<file path="src/hdl/tapt_pkg.sv">
// Shared types and constants for the timed actuator position tracker.
// No dependencies; used by tapt_ctrl, tapt_datapath and the top level.
package tapt_pkg;

   localparam int POS_W     = 16;
   localparam int DUR_W     = 24;
   localparam int NUM_W     = DUR_W + POS_W;
   localparam int DIV_STEPS = POS_W;
   localparam int DIV_CNT_W = $clog2(DIV_STEPS);
   localparam int CSR_IDX_W = 2;

   localparam logic [POS_W-1:0] POS_OPEN   = '1;
   localparam logic [POS_W-1:0] POS_CLOSED = '0;
   localparam logic [DUR_W-1:0] DUR_RESET  = 24'd10000;
   localparam logic [DUR_W-1:0] ELAPSED_MAX = '1;

   typedef enum logic [1:0] {
      OP_TICK   = 2'd0,
      OP_STOP   = 2'd1,
      OP_TOGGLE = 2'd2,
      OP_GOTO   = 2'd3
   } opcode_type;

   typedef enum logic [1:0] {
      MOT_IDLE    = 2'd0,
      MOT_OPENING = 2'd1,
      MOT_CLOSING = 2'd2
   } motion_type;

   typedef enum logic [1:0] {
      PULSE_NONE  = 2'd0,
      PULSE_STOP  = 2'd1,
      PULSE_OPEN  = 2'd2,
      PULSE_CLOSE = 2'd3
   } pulse_type;

   typedef enum logic [CSR_IDX_W-1:0] {
      CSR_OPEN_TIME  = 2'd0,
      CSR_CLOSE_TIME = 2'd1,
      CSR_ENDSTOP    = 2'd2,
      CSR_MANUAL     = 2'd3
   } csr_index_type;

   typedef enum logic [2:0] {
      ST_IDLE,
      ST_PREP,
      ST_DIV,
      ST_FIN,
      ST_DONE
   } ctrl_state_type;

   typedef struct packed {
      logic accept;
      logic prep;
      logic div_step;
      logic finish;
      logic out_load;
   } ctrl_cmd_type;

   typedef struct packed {
      logic needs_div;
   } dp_status_type;

endpackage

</file>
<file path="src/hdl/tapt_ctrl.sv">
// Controller FSM of the position tracker: handshakes, divider step count.
// Depends on tapt_pkg.
module tapt_ctrl (
   input  logic                    clock,
   input  logic                    reset,
   input  logic                    req_valid,
   output logic                    req_ready,
   output logic                    rsp_valid,
   input  logic                    rsp_ready,
   input  tapt_pkg::dp_status_type status,
   output tapt_pkg::ctrl_cmd_type  cmd
);

   localparam logic [tapt_pkg::DIV_CNT_W-1:0] DIV_LAST =
      tapt_pkg::DIV_CNT_W'(tapt_pkg::DIV_STEPS - 1);

   tapt_pkg::ctrl_state_type state_ff, state_in;
   logic [tapt_pkg::DIV_CNT_W-1:0] cnt_ff, cnt_in;
   logic rsp_valid_ff, rsp_valid_in;

   always_ff @(posedge clock) begin
      if (reset) begin
         state_ff     <= tapt_pkg::ST_IDLE;
         cnt_ff       <= '0;
         rsp_valid_ff <= 1'b0;
      end else begin
         state_ff     <= state_in;
         cnt_ff       <= cnt_in;
         rsp_valid_ff <= rsp_valid_in;
      end
   end

   always_comb begin
      state_in  = state_ff;
      cnt_in    = cnt_ff;
      cmd       = '0;
      req_ready = 1'b0;
      unique case (state_ff)
         tapt_pkg::ST_IDLE: begin
            req_ready = 1'b1;
            if (req_valid) begin
               cmd.accept = 1'b1;
               state_in   = status.needs_div ? tapt_pkg::ST_PREP : tapt_pkg::ST_DONE;
            end
         end
         tapt_pkg::ST_PREP: begin
            cmd.prep = 1'b1;
            cnt_in   = '0;
            state_in = tapt_pkg::ST_DIV;
         end
         tapt_pkg::ST_DIV: begin
            cmd.div_step = 1'b1;
            cnt_in       = cnt_ff + 1'b1;
            if (cnt_ff == DIV_LAST) begin
               state_in = tapt_pkg::ST_FIN;
            end
         end
         tapt_pkg::ST_FIN: begin
            cmd.finish = 1'b1;
            state_in   = tapt_pkg::ST_DONE;
         end
         tapt_pkg::ST_DONE: begin
            if (!rsp_valid_ff || rsp_ready) begin
               cmd.out_load = 1'b1;
               state_in     = tapt_pkg::ST_IDLE;
            end
         end
         default: begin
            state_in = tapt_pkg::ST_IDLE;
         end
      endcase
   end

   always_comb begin
      if (cmd.out_load) begin
         rsp_valid_in = 1'b1;
      end else if (rsp_ready) begin
         rsp_valid_in = 1'b0;
      end else begin
         rsp_valid_in = rsp_valid_ff;
      end
   end

   assign rsp_valid = rsp_valid_ff;

   // one transaction in flight
   a_one_at_a_time: assert property (@(posedge clock) disable iff (reset)
      (req_valid && req_ready) |=> !req_ready)
      else $error("second transaction accepted while busy");

   a_div_length: assert property (@(posedge clock) disable iff (reset)
      (state_ff == tapt_pkg::ST_DIV && cnt_ff == DIV_LAST) |=> state_ff == tapt_pkg::ST_FIN)
      else $error("divider did not finish after its last step");

   a_rsp_from_done: assert property (@(posedge clock) disable iff (reset)
      $rose(rsp_valid_ff) |-> $past(state_ff == tapt_pkg::ST_DONE))
      else $error("response raised outside the done state");

endmodule

</file>
<file path="src/hdl/tapt_datapath.sv">
// Datapath of the position tracker: config registers, motion state,
// 16-step restoring divider and the response register. Depends on tapt_pkg.
module tapt_datapath #(
   parameter int REPORT_PERIOD_MS = 1000
) (
   input  logic                              clock,
   input  logic                              reset,
   input  logic                              csr_we,
   input  logic [tapt_pkg::CSR_IDX_W-1:0]    csr_index,
   input  logic [tapt_pkg::DUR_W-1:0]        csr_wdata,
   input  logic [1:0]                        req_opcode,
   input  logic [tapt_pkg::POS_W-1:0]        req_goal_position,
   input  tapt_pkg::ctrl_cmd_type            cmd,
   output tapt_pkg::dp_status_type           status,
   output logic [tapt_pkg::POS_W-1:0]        rsp_position,
   output logic [1:0]                        rsp_motion,
   output logic [1:0]                        rsp_drive_pulse,
   output logic                              rsp_state_report,
   output logic                              rsp_periodic_report
);

   localparam int TIMER_W = $clog2(REPORT_PERIOD_MS + 1);
   localparam logic [TIMER_W-1:0] PERIOD = TIMER_W'(REPORT_PERIOD_MS);
   localparam int PW = tapt_pkg::POS_W;
   localparam int DW = tapt_pkg::DUR_W;
   localparam int NW = tapt_pkg::NUM_W;

   // configuration
   logic [DW-1:0] open_time_ff, close_time_ff;
   logic          endstop_ff, manual_ff;

   // tracker state
   logic [PW-1:0]           pos_ff, pos_in;
   logic [PW-1:0]           anchor_ff, anchor_in;
   logic [DW-1:0]           elapsed_ff, elapsed_in;
   tapt_pkg::motion_type    motion_ff, motion_in;
   tapt_pkg::motion_type    last_dir_ff, last_dir_in;
   logic [PW-1:0]           target_ff, target_in;
   logic [TIMER_W-1:0]      timer_ff, timer_in;

   // per-transaction result flags
   tapt_pkg::pulse_type     pulse_ff, pulse_in;
   logic                    srep_ff, srep_in;
   logic                    prep_ff, prep_in;

   // divider
   logic [DW-1:0]           rem_ff, rem_in;
   logic [PW-1:0]           numlo_ff, numlo_in;
   logic [PW-1:0]           quo_ff, quo_in;
   logic                    sat_ff, sat_in;

   // response register
   logic [PW-1:0]           rsp_pos_ff;
   tapt_pkg::motion_type    rsp_motion_ff;
   tapt_pkg::pulse_type     rsp_pulse_ff;
   logic                    rsp_srep_ff, rsp_prep_ff;

   tapt_pkg::opcode_type    op;
   logic [DW-1:0]           dur;
   logic                    moving;

   assign op     = tapt_pkg::opcode_type'(req_opcode);
   assign moving = (motion_ff != tapt_pkg::MOT_IDLE);
   assign status.needs_div = (op == tapt_pkg::OP_TICK) && moving;

   always_comb begin
      dur = (motion_ff == tapt_pkg::MOT_OPENING) ? open_time_ff : close_time_ff;
      if (dur == '0) begin
         dur = DW'(1);
      end
   end

   always_ff @(posedge clock) begin
      if (reset) begin
         open_time_ff  <= tapt_pkg::DUR_RESET;
         close_time_ff <= tapt_pkg::DUR_RESET;
         endstop_ff    <= 1'b0;
         manual_ff     <= 1'b0;
      end else if (csr_we) begin
         unique case (tapt_pkg::csr_index_type'(csr_index))
            tapt_pkg::CSR_OPEN_TIME:  open_time_ff  <= csr_wdata;
            tapt_pkg::CSR_CLOSE_TIME: close_time_ff <= csr_wdata;
            tapt_pkg::CSR_ENDSTOP:    endstop_ff    <= csr_wdata[0];
            tapt_pkg::CSR_MANUAL:     manual_ff     <= csr_wdata[0];
            default: ;
         endcase
      end
   end

   always_ff @(posedge clock) begin
      if (reset) begin
         pos_ff      <= '0;
         anchor_ff   <= '0;
         elapsed_ff  <= '0;
         motion_ff   <= tapt_pkg::MOT_IDLE;
         last_dir_ff <= tapt_pkg::MOT_IDLE;
         target_ff   <= '0;
         timer_ff    <= '0;
         pulse_ff    <= tapt_pkg::PULSE_NONE;
         srep_ff     <= 1'b0;
         prep_ff     <= 1'b0;
      end else begin
         pos_ff      <= pos_in;
         anchor_ff   <= anchor_in;
         elapsed_ff  <= elapsed_in;
         motion_ff   <= motion_in;
         last_dir_ff <= last_dir_in;
         target_ff   <= target_in;
         timer_ff    <= timer_in;
         pulse_ff    <= pulse_in;
         srep_ff     <= srep_in;
         prep_ff     <= prep_in;
      end
   end

   always_ff @(posedge clock) begin
      rem_ff   <= rem_in;
      numlo_ff <= numlo_in;
      quo_ff   <= quo_in;
      sat_ff   <= sat_in;
      if (cmd.out_load) begin
         rsp_pos_ff    <= pos_ff;
         rsp_motion_ff <= motion_ff;
         rsp_pulse_ff  <= pulse_ff;
         rsp_srep_ff   <= srep_ff;
         rsp_prep_ff   <= prep_ff;
      end
   end

   always_comb begin
      logic                 due;
      logic                 at_end;
      logic                 force_end;
      logic                 do_start;
      logic [PW-1:0]        opp_end;
      logic [PW-1:0]        base_pos;
      tapt_pkg::motion_type new_dir;
      logic [NW-1:0]        num;
      logic [DW:0]          r2;
      logic [DW:0]          diff;
      logic                 ge;
      logic [PW-1:0]        delta;
      logic [PW:0]          sum;
      logic [PW-1:0]        new_pos;
      logic                 hit;

      pos_in      = pos_ff;
      anchor_in   = anchor_ff;
      elapsed_in  = elapsed_ff;
      motion_in   = motion_ff;
      last_dir_in = last_dir_ff;
      target_in   = target_ff;
      timer_in    = timer_ff;
      pulse_in    = pulse_ff;
      srep_in     = srep_ff;
      prep_in     = prep_ff;
      rem_in      = rem_ff;
      numlo_in    = numlo_ff;
      quo_in      = quo_ff;
      sat_in      = sat_ff;

      due       = (timer_ff >= PERIOD);
      at_end    = (req_goal_position == tapt_pkg::POS_OPEN) ||
                  (req_goal_position == tapt_pkg::POS_CLOSED);
      opp_end   = (req_goal_position == tapt_pkg::POS_CLOSED) ?
                  tapt_pkg::POS_OPEN : tapt_pkg::POS_CLOSED;
      force_end = manual_ff && at_end;
      base_pos  = force_end ? opp_end : pos_ff;
      if (req_goal_position == pos_ff) begin
         new_dir  = (req_goal_position == tapt_pkg::POS_CLOSED) ?
                    tapt_pkg::MOT_CLOSING : tapt_pkg::MOT_OPENING;
         do_start = at_end && (manual_ff || endstop_ff);
      end else begin
         new_dir  = (req_goal_position < pos_ff) ?
                    tapt_pkg::MOT_CLOSING : tapt_pkg::MOT_OPENING;
         do_start = 1'b1;
      end

      num  = {elapsed_ff, PW'(0)} - NW'(elapsed_ff);
      r2   = {rem_ff, numlo_ff[PW-1]};
      diff = r2 - {1'b0, dur};
      ge   = (r2 >= {1'b0, dur});

      delta = sat_ff ? tapt_pkg::POS_OPEN : quo_ff;
      sum   = {1'b0, anchor_ff} + {1'b0, delta};
      if (motion_ff == tapt_pkg::MOT_OPENING) begin
         new_pos = sum[PW] ? tapt_pkg::POS_OPEN : sum[PW-1:0];
         hit     = (new_pos >= target_ff);
      end else begin
         new_pos = (delta >= anchor_ff) ? tapt_pkg::POS_CLOSED : (anchor_ff - delta);
         hit     = (new_pos <= target_ff);
      end

      if (cmd.accept) begin
         pulse_in = tapt_pkg::PULSE_NONE;
         srep_in  = 1'b0;
         prep_in  = 1'b0;
         unique case (op)
            tapt_pkg::OP_TICK: begin
               if (due && moving) begin
                  timer_in = '0;
               end else if (!due) begin
                  timer_in = timer_ff + 1'b1;
               end
               if (moving) begin
                  if (elapsed_ff != tapt_pkg::ELAPSED_MAX) begin
                     elapsed_in = elapsed_ff + 1'b1;
                  end
                  prep_in = due;
               end
            end
            tapt_pkg::OP_STOP: begin
               pulse_in   = tapt_pkg::PULSE_STOP;
               motion_in  = tapt_pkg::MOT_IDLE;
               anchor_in  = pos_ff;
               elapsed_in = '0;
               srep_in    = 1'b1;
            end
            tapt_pkg::OP_TOGGLE: begin
               anchor_in  = pos_ff;
               elapsed_in = '0;
               if (moving) begin
                  pulse_in  = tapt_pkg::PULSE_STOP;
                  motion_in = tapt_pkg::MOT_IDLE;
                  srep_in   = 1'b1;
               end else if (pos_ff == tapt_pkg::POS_CLOSED ||
                            last_dir_ff == tapt_pkg::MOT_CLOSING) begin
                  target_in   = tapt_pkg::POS_OPEN;
                  last_dir_in = tapt_pkg::MOT_OPENING;
                  pulse_in    = tapt_pkg::PULSE_OPEN;
                  motion_in   = tapt_pkg::MOT_OPENING;
               end else begin
                  target_in   = tapt_pkg::POS_CLOSED;
                  last_dir_in = tapt_pkg::MOT_CLOSING;
                  pulse_in    = tapt_pkg::PULSE_CLOSE;
                  motion_in   = tapt_pkg::MOT_CLOSING;
               end
            end
            tapt_pkg::OP_GOTO: begin
               // manual mode with an end as goal: trust nothing, restart from the far end
               if (force_end) begin
                  pos_in     = opp_end;
                  anchor_in  = opp_end;
                  elapsed_in = '0;
               end
               if (do_start) begin
                  target_in = req_goal_position;
                  if (new_dir != motion_ff) begin
                     last_dir_in = new_dir;
                     motion_in   = new_dir;
                     pulse_in    = (new_dir == tapt_pkg::MOT_OPENING) ?
                                   tapt_pkg::PULSE_OPEN : tapt_pkg::PULSE_CLOSE;
                     anchor_in   = base_pos;
                     elapsed_in  = '0;
                  end
               end
            end
            default: ;
         endcase
      end

      // delta = elapsed * 65535 / dur; a quotient past 16 bits saturates
      if (cmd.prep) begin
         sat_in   = (num >= {dur, PW'(0)});
         rem_in   = num[NW-1:PW];
         numlo_in = num[PW-1:0];
         quo_in   = '0;
      end

      if (cmd.div_step) begin
         rem_in   = ge ? diff[DW-1:0] : r2[DW-1:0];
         numlo_in = {numlo_ff[PW-2:0], 1'b0};
         quo_in   = {quo_ff[PW-2:0], ge};
      end

      if (cmd.finish) begin
         pos_in = new_pos;
         if (hit) begin
            motion_in  = tapt_pkg::MOT_IDLE;
            anchor_in  = new_pos;
            elapsed_in = '0;
            srep_in    = 1'b1;
            if (!(endstop_ff && (target_ff == tapt_pkg::POS_OPEN ||
                                 target_ff == tapt_pkg::POS_CLOSED))) begin
               pulse_in = tapt_pkg::PULSE_STOP;
            end
         end
      end
   end

   assign rsp_position        = rsp_pos_ff;
   assign rsp_motion          = rsp_motion_ff;
   assign rsp_drive_pulse     = rsp_pulse_ff;
   assign rsp_state_report    = rsp_srep_ff;
   assign rsp_periodic_report = rsp_prep_ff;

   a_idle_no_run: assert property (@(posedge clock) disable iff (reset)
      (motion_ff == tapt_pkg::MOT_IDLE) |-> (elapsed_ff == '0))
      else $error("run time counting while idle");

   a_rem_bound: assert property (@(posedge clock) disable iff (reset)
      (cmd.div_step && !sat_ff) |-> (rem_ff < dur))
      else $error("divider remainder out of range");

   a_report_stops: assert property (@(posedge clock) disable iff (reset)
      (cmd.finish ##1 srep_ff) |-> (motion_ff == tapt_pkg::MOT_IDLE))
      else $error("target reached but motor still running");

endmodule

</file>
<file path="src/hdl/timed_actuator_position_tracker.sv">
// Stop, toggle, go-to and idle ticks go from acceptance straight to the output
// load; a tick while moving runs setup, 16 restoring divider steps, finish and
// output load. The output load waits while an earlier response is not taken.
// One transaction is in work at a time; the divider gives one bit per cycle.
// Reset (synchronous, active high) gives closed and idle, durations of 10000 ms,
// both modes off; an item is accepted while the previous response still waits.
module timed_actuator_position_tracker #(
   parameter int REPORT_PERIOD_MS = 1000
) (
   input  logic        clock,
   input  logic        reset,
   // configuration write port
   input  logic        csr_we,
   input  logic [1:0]  csr_index,
   input  logic [23:0] csr_wdata,
   // request channel
   input  logic        req_valid,
   output logic        req_ready,
   input  logic [1:0]  req_opcode,
   input  logic [15:0] req_goal_position,
   // response channel
   output logic        rsp_valid,
   input  logic        rsp_ready,
   output logic [15:0] rsp_position,
   output logic [1:0]  rsp_motion,
   output logic [1:0]  rsp_drive_pulse,
   output logic        rsp_state_report,
   output logic        rsp_periodic_report
);

   // Controller and datapath talk only through these two bundles.
   //   status.needs_div: the offered transaction is a tick while the motor
   //                     runs, so the position has to be recomputed.
   //   cmd.accept:       apply the transaction to the tracker state.
   //   cmd.prep/div_step/finish: run the elapsed*65535/duration division
   //                     and check whether the target has been reached.
   //   cmd.out_load:     copy the result into the response register.
   tapt_pkg::ctrl_cmd_type  cmd;
   tapt_pkg::dp_status_type status;

   tapt_ctrl u_ctrl (
      .clock     (clock),
      .reset     (reset),
      .req_valid (req_valid),
      .req_ready (req_ready),
      .rsp_valid (rsp_valid),
      .rsp_ready (rsp_ready),
      .status    (status),
      .cmd       (cmd)
   );

   // The datapath keeps position as unsigned 0.16 and derives it from the
   // anchor plus or minus the run time scaled by the active travel duration.
   // Quotients of 65536 or more are caught before dividing and saturate the
   // result, which keeps the divider at 16 steps.
   tapt_datapath #(
      .REPORT_PERIOD_MS (REPORT_PERIOD_MS)
   ) u_datapath (
      .clock               (clock),
      .reset               (reset),
      .csr_we              (csr_we),
      .csr_index           (csr_index),
      .csr_wdata           (csr_wdata),
      .req_opcode          (req_opcode),
      .req_goal_position   (req_goal_position),
      .cmd                 (cmd),
      .status              (status),
      .rsp_position        (rsp_position),
      .rsp_motion          (rsp_motion),
      .rsp_drive_pulse     (rsp_drive_pulse),
      .rsp_state_report    (rsp_state_report),
      .rsp_periodic_report (rsp_periodic_report)
   );

endmodule
</file>
<file path="config.mk">
export PLATFORM = sky130hd
export DESIGN_NAME = timed_actuator_position_tracker
export DESIGN_NICKNAME = d
export VERILOG_FILES = /design/src/hdl/tapt_pkg.sv /design/src/hdl/tapt_ctrl.sv /design/src/hdl/tapt_datapath.sv /design/src/hdl/timed_actuator_position_tracker.sv
export SDC_FILE = /design/constraint.sdc
export NUM_CORES = 1
export LEC_CHECK = 0
export BUFFER_PORTS_ARGS = -buffer_cell sky130_fd_sc_hd__buf_2
export CAP_MARGIN = 20
export CORE_ASPECT_RATIO = 1.1
export CORE_MARGIN = 2
export CORE_UTILIZATION = 55
export DETAILED_ROUTE_END_ITERATION = 10
export PLACE_DENSITY = 0.8
export SYNTH_ARGS = -nofsm -noshare
export SYNTH_HDL_FRONTEND = slang
export SYNTH_SLANG_ARGS = --single-unit
</file>
<file path="constraint.sdc">
create_clock -name clock -period 6.56 [get_ports clock]
set_clock_uncertainty 0.1 [all_clocks]
set_input_delay 0.984 -clock clock [delete_from_list [all_inputs] [get_ports clock]]
set_output_delay 0.984 -clock clock [all_outputs]
set_load 0.05 [all_outputs]
</file>
==> results of run 1 <==
## layout make-up
cell class / instances / area (um^2)
Clock inverter: 10 / 173
Fill cell: 2465 / 11500
Clock buffer: 38 / 788
Multi-Input combinational cell: 1524 / 10100
Tap cell: 374 / 468
Timing Repair Buffer: 95 / 563
Inverter: 99 / 372
Sequential cell: 227 / 5330
## metal layers
layer	vias up	routed length, um
met3	160	3010
met5	-	0
met1	7127	19200
met4	0	2550
met2	611	22300
li1	7126	-
## worst max-delay path, stage by stage (launching register included)
cell and delay (ps):
edfxtp_1 540, or2_2 370, ha_1 470, nor2b_1 260, o31a_1 240, o22ai_2 120
o41ai_2 510, a2111oi_4 180, nor2_1 510, or2_2 220, ha_1 230, a211oi_1 210
o21ai_0 130, a41oi_1 170, o211a_1 190, a211oi_2 70, buf_4 190, nor2_1 270
nand2_1 320, a2111oi_0 440, a211o_1 180
## path summary, 6_finish.rpt
check,from,end,cells past startpoint
worst max-delay path,u_datapath.sat_ff,u_datapath.anchor_ff[12],20
worst min-delay path,u_datapath.pulse_ff[0],u_datapath.rsp_drive_pulse[0],0
worst max register to register,u_datapath.sat_ff,u_datapath.anchor_ff[12],20
worst min register to register,u_datapath.pulse_ff[0],u_datapath.rsp_drive_pulse[0],0
## placed cells by master (no fill, tap or decap), types with 13 or more instances in the layout
master / synthesis / layout
a211oi_1: 14 / 14
xnor2_1: 60 / 60
and3_1: 29 / 29
inv_1: 99 / 98
nand4_1: 42 / 42
nand3_1: 57 / 57
nor3_1: 60 / 60
clkbuf_16: 0 / 28
edfxtp_1: 78 / 78
a31oi_1: 15 / 15
a21o_1: 28 / 28
buf_4: 3 / 22
and2_1: 14 / 13
xor2_1: 24 / 24
mux2i_1: 43 / 43
buf_2: 14 / 71
o211ai_1: 14 / 14
a22o_1: 17 / 17
ha_1: 148 / 148
nor2_1: 177 / 176
nand2_1: 194 / 193
dfxtp_1: 149 / 149
or2_2: 37 / 37
nor2b_1: 21 / 21
o21ai_0: 78 / 78
nand2b_1: 22 / 22
a21oi_1: 199 / 198
nor4_1: 29 / 29
## per-stage QoR
stage               hold WS (ps)  power (W)  area, um^2  cells  setup WS, ps
floorplan                    306    0.00184       16200   1961          1070
global placement             318    0.00195       16800   2315           878
detailed placement           325    0.00196       16800   2316           647
CTS                          339    0.00355       17800   2364           592
global route                 362    0.00366       17800   2367          56.4
finish                       339    0.00355       17800   2367           571
## cells by family after synthesis
logic type | count (synthesis)
buffers and inverters | 210
DFF | 227
xor gates and xnor gates | 84
and+or+nand+nor | 732
adders and majority gates | 151
muxes | 54
AOI/OAI and AO/OA | 503
## cells in the mapped netlist, types with 15 or more instances
cell | instances | area (um^2)
and3_1 | 29 | 181
inv_1 | 99 | 372
xnor2_1 | 60 | 526
o21ai_0 | 78 | 390
nor4_1 | 29 | 181
nor2_1 | 177 | 664
nand4_1 | 42 | 263
a21o_1 | 28 | 210
ha_1 | 148 | 1850
nand2_1 | 194 | 728
xor2_1 | 24 | 210
a21oi_1 | 199 | 996
nor3_1 | 60 | 300
dfxtp_1 | 149 | 2980
a31oi_1 | 15 | 93.8
edfxtp_1 | 78 | 2340
nand3_1 | 57 | 285
clkbuf_1 | 84 | 315
nand2b_1 | 22 | 138
mux2i_1 | 43 | 430
a22o_1 | 17 | 149
nor2b_1 | 21 | 131
or2_2 | 37 | 231
## power groups by stage
| stage | Sequential (W) | Combinational, W | Clock (W) |
|---|---|---|---|
| after global placement | 0.00155 | 0.000405 | 0 |
| after global routing | 0.00152 | 0.000469 | 0.00167 |
| after floorplan | 0.00157 | 0.000271 | 0 |
| final | 0.00152 | 0.000431 | 0.00161 |
| after CTS | 0.00152 | 0.000422 | 0.00162 |
| after detailed placement | 0.00155 | 0.000418 | 0 |
## sequential cells by signal, indices dropped and copies added (netlist names), 2 cells and up
name and cells:
u_datapath.close_time_ff 24, u_datapath.elapsed_ff 24, u_datapath.open_time_ff 24, u_datapath.rem_ff 24, u_datapath.anchor_ff 16, u_datapath.numlo_ff 16, u_datapath.pos_ff 16, u_datapath.quo_ff 16
u_datapath.rsp_position 16, u_datapath.target_ff 16, u_datapath.timer_ff 10, u_ctrl.cnt_ff 4, u_ctrl.state_ff 3, u_datapath.last_dir_ff 2, u_datapath.motion_ff 2, u_datapath.pulse_ff 2
u_datapath.rsp_drive_pulse 2, u_datapath.rsp_motion 2
==> results by group, run 1 <==
Routing
  • Routed vias: 15000
  • DRC: 0
  • Post-DR wirelength/cell: 19.9 um
  • Post-DRT Antenna Nets: 0
  • DR vias/cell: 6.35
  • DRC violation total after the first TritonRoute iteration: 1633
  • Final WL: 47100 um
  • DRT Pass-1 Iters: 6

Yosys
  • Post-synth top flop: dfxtp_1
  • Largest family of logic cells by synthesized area: simple AND/OR/NAND/NOR gates
  • Yosys cell types: 90
  • Simple-gate share of the synthesized area: 22.3%
  • Avg Cell Area, Syn: 8.29 um^2
  • Mapped Cells: 1961
  • Post-Synth XOR/XNOR Area: 4.53%
  • Sequential share of the synthesized area: 32.8%
  • Synth Area in Compound Gates: 20.1%
  • Yosys warns: 0
  • Synth Area in Adders: 11.8%
  • Number of synthesized flops with an enable pin: 78
  • Mux cell area share after synthesis: 3.41%
  • Ys async rst share: 0%
  • Syn Std Cell Area: 16200 um^2
  • Mapped Nets: 2161
  • FF+latch count, synth: 227

Clocking
  • Htree depth: 1
  • Cts bufs inserted: 26
  • Hold_buf cts: 0
  • CTS sink count: 227
  • Cts repair resizes: 0
  • TritonCTS clock tree: yes
  • Post-CTS setup buffers: 0
  • Bufs on Longest Clock Path: 3
  • Worst skew pair latency: 550 ps
  • Root Buffer: clkbuf_16
  • Clock slew at reported path FFs: 60 ps

Timing
  • Achievable clock frequency: 167 MHz
  • Setup-failing EPs final: 0
  • Slew Viols, Final: 0
  • Crit path time final: 5990 ps
  • Final hold violations: 0
  • Final Cycle Share: 91.3%
  • Slew HR: 26.0%
  • RSZ-0062 raised after global routing: false
  • Setup TNS: 0 ps
  • Worst Max-Slew Pin Slew: 1110 ps

Global routing
  • M3 GR Usage: 3.93%
  • Met1 usage: 36.9%
  • First-pass GRT wire length: 74800 um
  • Met2 Resource Use GR: 51.5%
  • Pin count of the biggest net entering global routing: 99
  • Total gr overflow: 0
  • Antenna violations before repair: 0
  • Vias in the first global route: 14200
  • GRT Overall Usage: 29.8%
  • Busiest grt layer: met2

Placed design
  • Port buffer count: 72
  • Dpl hpwl: 35300 um
  • Routability Congestion: 1.05

Die
  • Die width: 168 um
  • Initial Util: 55.4%
  • Die Footprint: 30900 um^2
  • Num ports: 73
  • Die H: 184 um
  • Core Footprint: 29300 um^2
  • Row cnt: 66

Power
  • Reg power frac: 42.7%
  • Comb pwr share: 12.1%
  • Sw Pwr: 0.000922 W
  • P_leak: 7.52 nW
  • Int Pwr: 0.00263 W
  • Maximum VDD drop: 203 uV
  • Clk network pwr share: 45.2%
  • PwrDens: 200 nW/um^2
  • Sw Ratio: 26.0%

Finish
  • Fin util: 60.7%
  • Final #Nets: 2173
  • Antenna Diode Count: 0
  • Share of post-route cells with drive strength above 1: 10.7%
  • Area delta synth->final: 9.49%

Outcome
  • Status: finished, final reports clean

Worst setup path
  • Flop2flop setup slack: 570 ps
  • Critical Path RT: 6950 ps
  • Worst Path Max Fanout: 16
  • Critical path data arrival time: 6380 ps
  • CP Capture Type: flip-flop
  • Startpoint Class: flip-flop
  • Worst setup path category: flip-flop to flip-flop

Min path
  • Hold WC Path Type: flip-flop to flip-flop

Job
  • MaxCap Viol Count: 0
Power figures use the tool's default switching activity.
==> inputs of run 2 (changes only) <==
Settings changed: CTS_BUF_LIST set to sky130_fd_sc_hd__clkbuf_4 sky130_fd_sc_hd__clkbuf_8.
==> results by group, run 2 (synthesis results as in run 1) <==
Outcome
  • Status: finished, final reports clean

Global routing
  • Antenna violations before repair: 0
  • Busiest grt layer: met2
  • First-pass GRT wire length: 74400 um
  • GRT Overall Usage: 29.7%
  • Met2 Resource Use GR: 50.0%
  • Total gr overflow: 0
  • M3 GR Usage: 4.64%
  • Vias in the first global route: 14300
  • Pin count of the biggest net entering global routing: 99
  • Met1 usage: 36.7%

Job
  • MaxCap Viol Count: 0

Finish
  • Antenna Diode Count: 0
  • Share of post-route cells with drive strength above 1: 11.9%
  • Most common cell after layout, fill and taps aside: a21oi_1
  • Area delta synth->final: 8.49%
  • Most frequent cells in the layout: a21oi_1, nand2_1, nor2_1, dfxtp_1, ha_1
  • Final #Nets: 2185

Clocking
  • Bufs on Longest Clock Path: 3
  • Hold_buf cts: 0
  • Cts repair resizes: 0
  • Htree depth: 2
  • CTS sink count: 227
  • Worst skew pair latency: 560 ps
  • TritonCTS clock tree: yes
  • Root Buffer: clkbuf_8
  • Clock slew at reported path FFs: 60 ps
  • Post-CTS setup buffers: 0
  • Cts bufs inserted: 39

Placed design
  • Port buffer count: 72
  • Routability Congestion: 1.05
  • Dpl hpwl: 35300 um

Timing
  • Setup TNS: 0 ps
  • Final hold violations: 0
  • Final Cycle Share: 91.2%
  • Slew Viols, Final: 0
  • Worst Max-Slew Pin Slew: 1160 ps
  • Setup-failing EPs final: 0
  • Crit path time final: 5980 ps
  • RSZ-0062 raised after global routing: false
  • Achievable clock frequency: 167 MHz
  • Slew HR: 22.4%

Worst setup path
  • Critical Path RT: 6970 ps
  • Critical path data arrival time: 6390 ps
  • Worst setup path category: flip-flop to flip-flop
  • Worst Path Max Fanout: 16
  • CP Capture Type: flip-flop
  • Startpoint Class: flip-flop

Routing
  • DRC violation total after the first TritonRoute iteration: 1520
  • Post-DRT Antenna Nets: 0
  • Final WL: 46700 um
  • Post-DR wirelength/cell: 19.5 um
  • Routed vias: 15100
  • DRT Pass-1 Iters: 5
  • DR vias/cell: 6.32
  • DRC: 0

Power
  • PwrDens: 186 nW/um^2
  • P_leak: 7.48 nW
  • Maximum VDD drop: 178 uV
  • Design Power: 0.00327 W

Die
  • Num ports: 73
  • Core Footprint: 29300 um^2
  • Die Footprint: 30900 um^2
  • Die width: 168 um
  • Initial Util: 55.4%
  • Die H: 184 um
  • Row cnt: 66

Min path
  • Hold WC Path Type: flip-flop to flip-flop
[run 2: cell count changes in the layout (fill, tap and decap cells not counted), sizes merged]
cell      previous run  this run
buf                 95        94
bufinv               4         0
clkbuf              38        57
clkinv               6        11
clkinvlp             0         1
inv                 99       102
[run 2: final cells by class]
type / instances / area [um^2]
clock buffers: 57 / 716
clock inverters: 15 / 90.1
fillers: 2512 / 11700
inverters: 99 / 372
multi-input cells: 1524 / 10100
flip-flops and latches: 227 / 5330
well taps: 374 / 468
repair buffers: 94 / 556
[run 2: worst paths after layout]
path                          start                             to  slack (ps)  cells past startpoint
max               u_datapath.sat_ff       u_datapath.anchor_ff[12]         580                     20
min          u_datapath.pulse_ff[1]  u_datapath.rsp_drive_pulse[1]         340                      0
max reg2reg       u_datapath.sat_ff       u_datapath.anchor_ff[12]         580                     20
min reg2reg  u_datapath.pulse_ff[1]  u_datapath.rsp_drive_pulse[1]         340                      0
[run 2: per-layer routing]
metal  share of wire [%]  routed length, um
met1                  41              18900
met2                  47              21900
met3                 6.7               3130
met4                 5.9               2770
met5                   0                  0
[run 2: report_power, final]
part | total (W) | switching [W] | internal (W)
clock | 0.00133 | 0.000614 | 0.000711
combinational | 0.000429 | 0.000279 | 0.000150
sequential | 0.00152 | 0.0000287 | 0.00149
[run 2: per-stage QoR]
stage / util (%) / instance area [um^2] / hold WS [ps] / setup slack, ps / cells
2_1_floorplan: - / 16200 / 306 / 1070 / 1961
3_3_place_gp: 57.2 / 16800 / 318 / 878 / 2315
3_5_place_dp: 57.3 / 16800 / 325 / 647 / 2316
4_1_cts: 60.1 / 17600 / 341 / 614 / 2388
5_1_grt: 60.1 / 17600 / 361 / 64.1 / 2390
6_report: 60.1 / 17600 / 344 / 579 / 2390
[run 2: worst max-delay path, cell delays in order (launching register included)]
cell and delay [ps]:
edfxtp_1 550, or2_2 370, ha_1 460, nor2b_1 260, o31a_1 230, o22ai_2 120
o41ai_2 520, a2111oi_4 180, nor2_1 520, or2_2 230, ha_1 230, a211oi_1 210
o21ai_0 130, a41oi_1 170, o211a_1 190, a211oi_2 70, buf_4 190, nor2_1 270
nand2_1 320, a2111oi_0 450, a211o_1 180
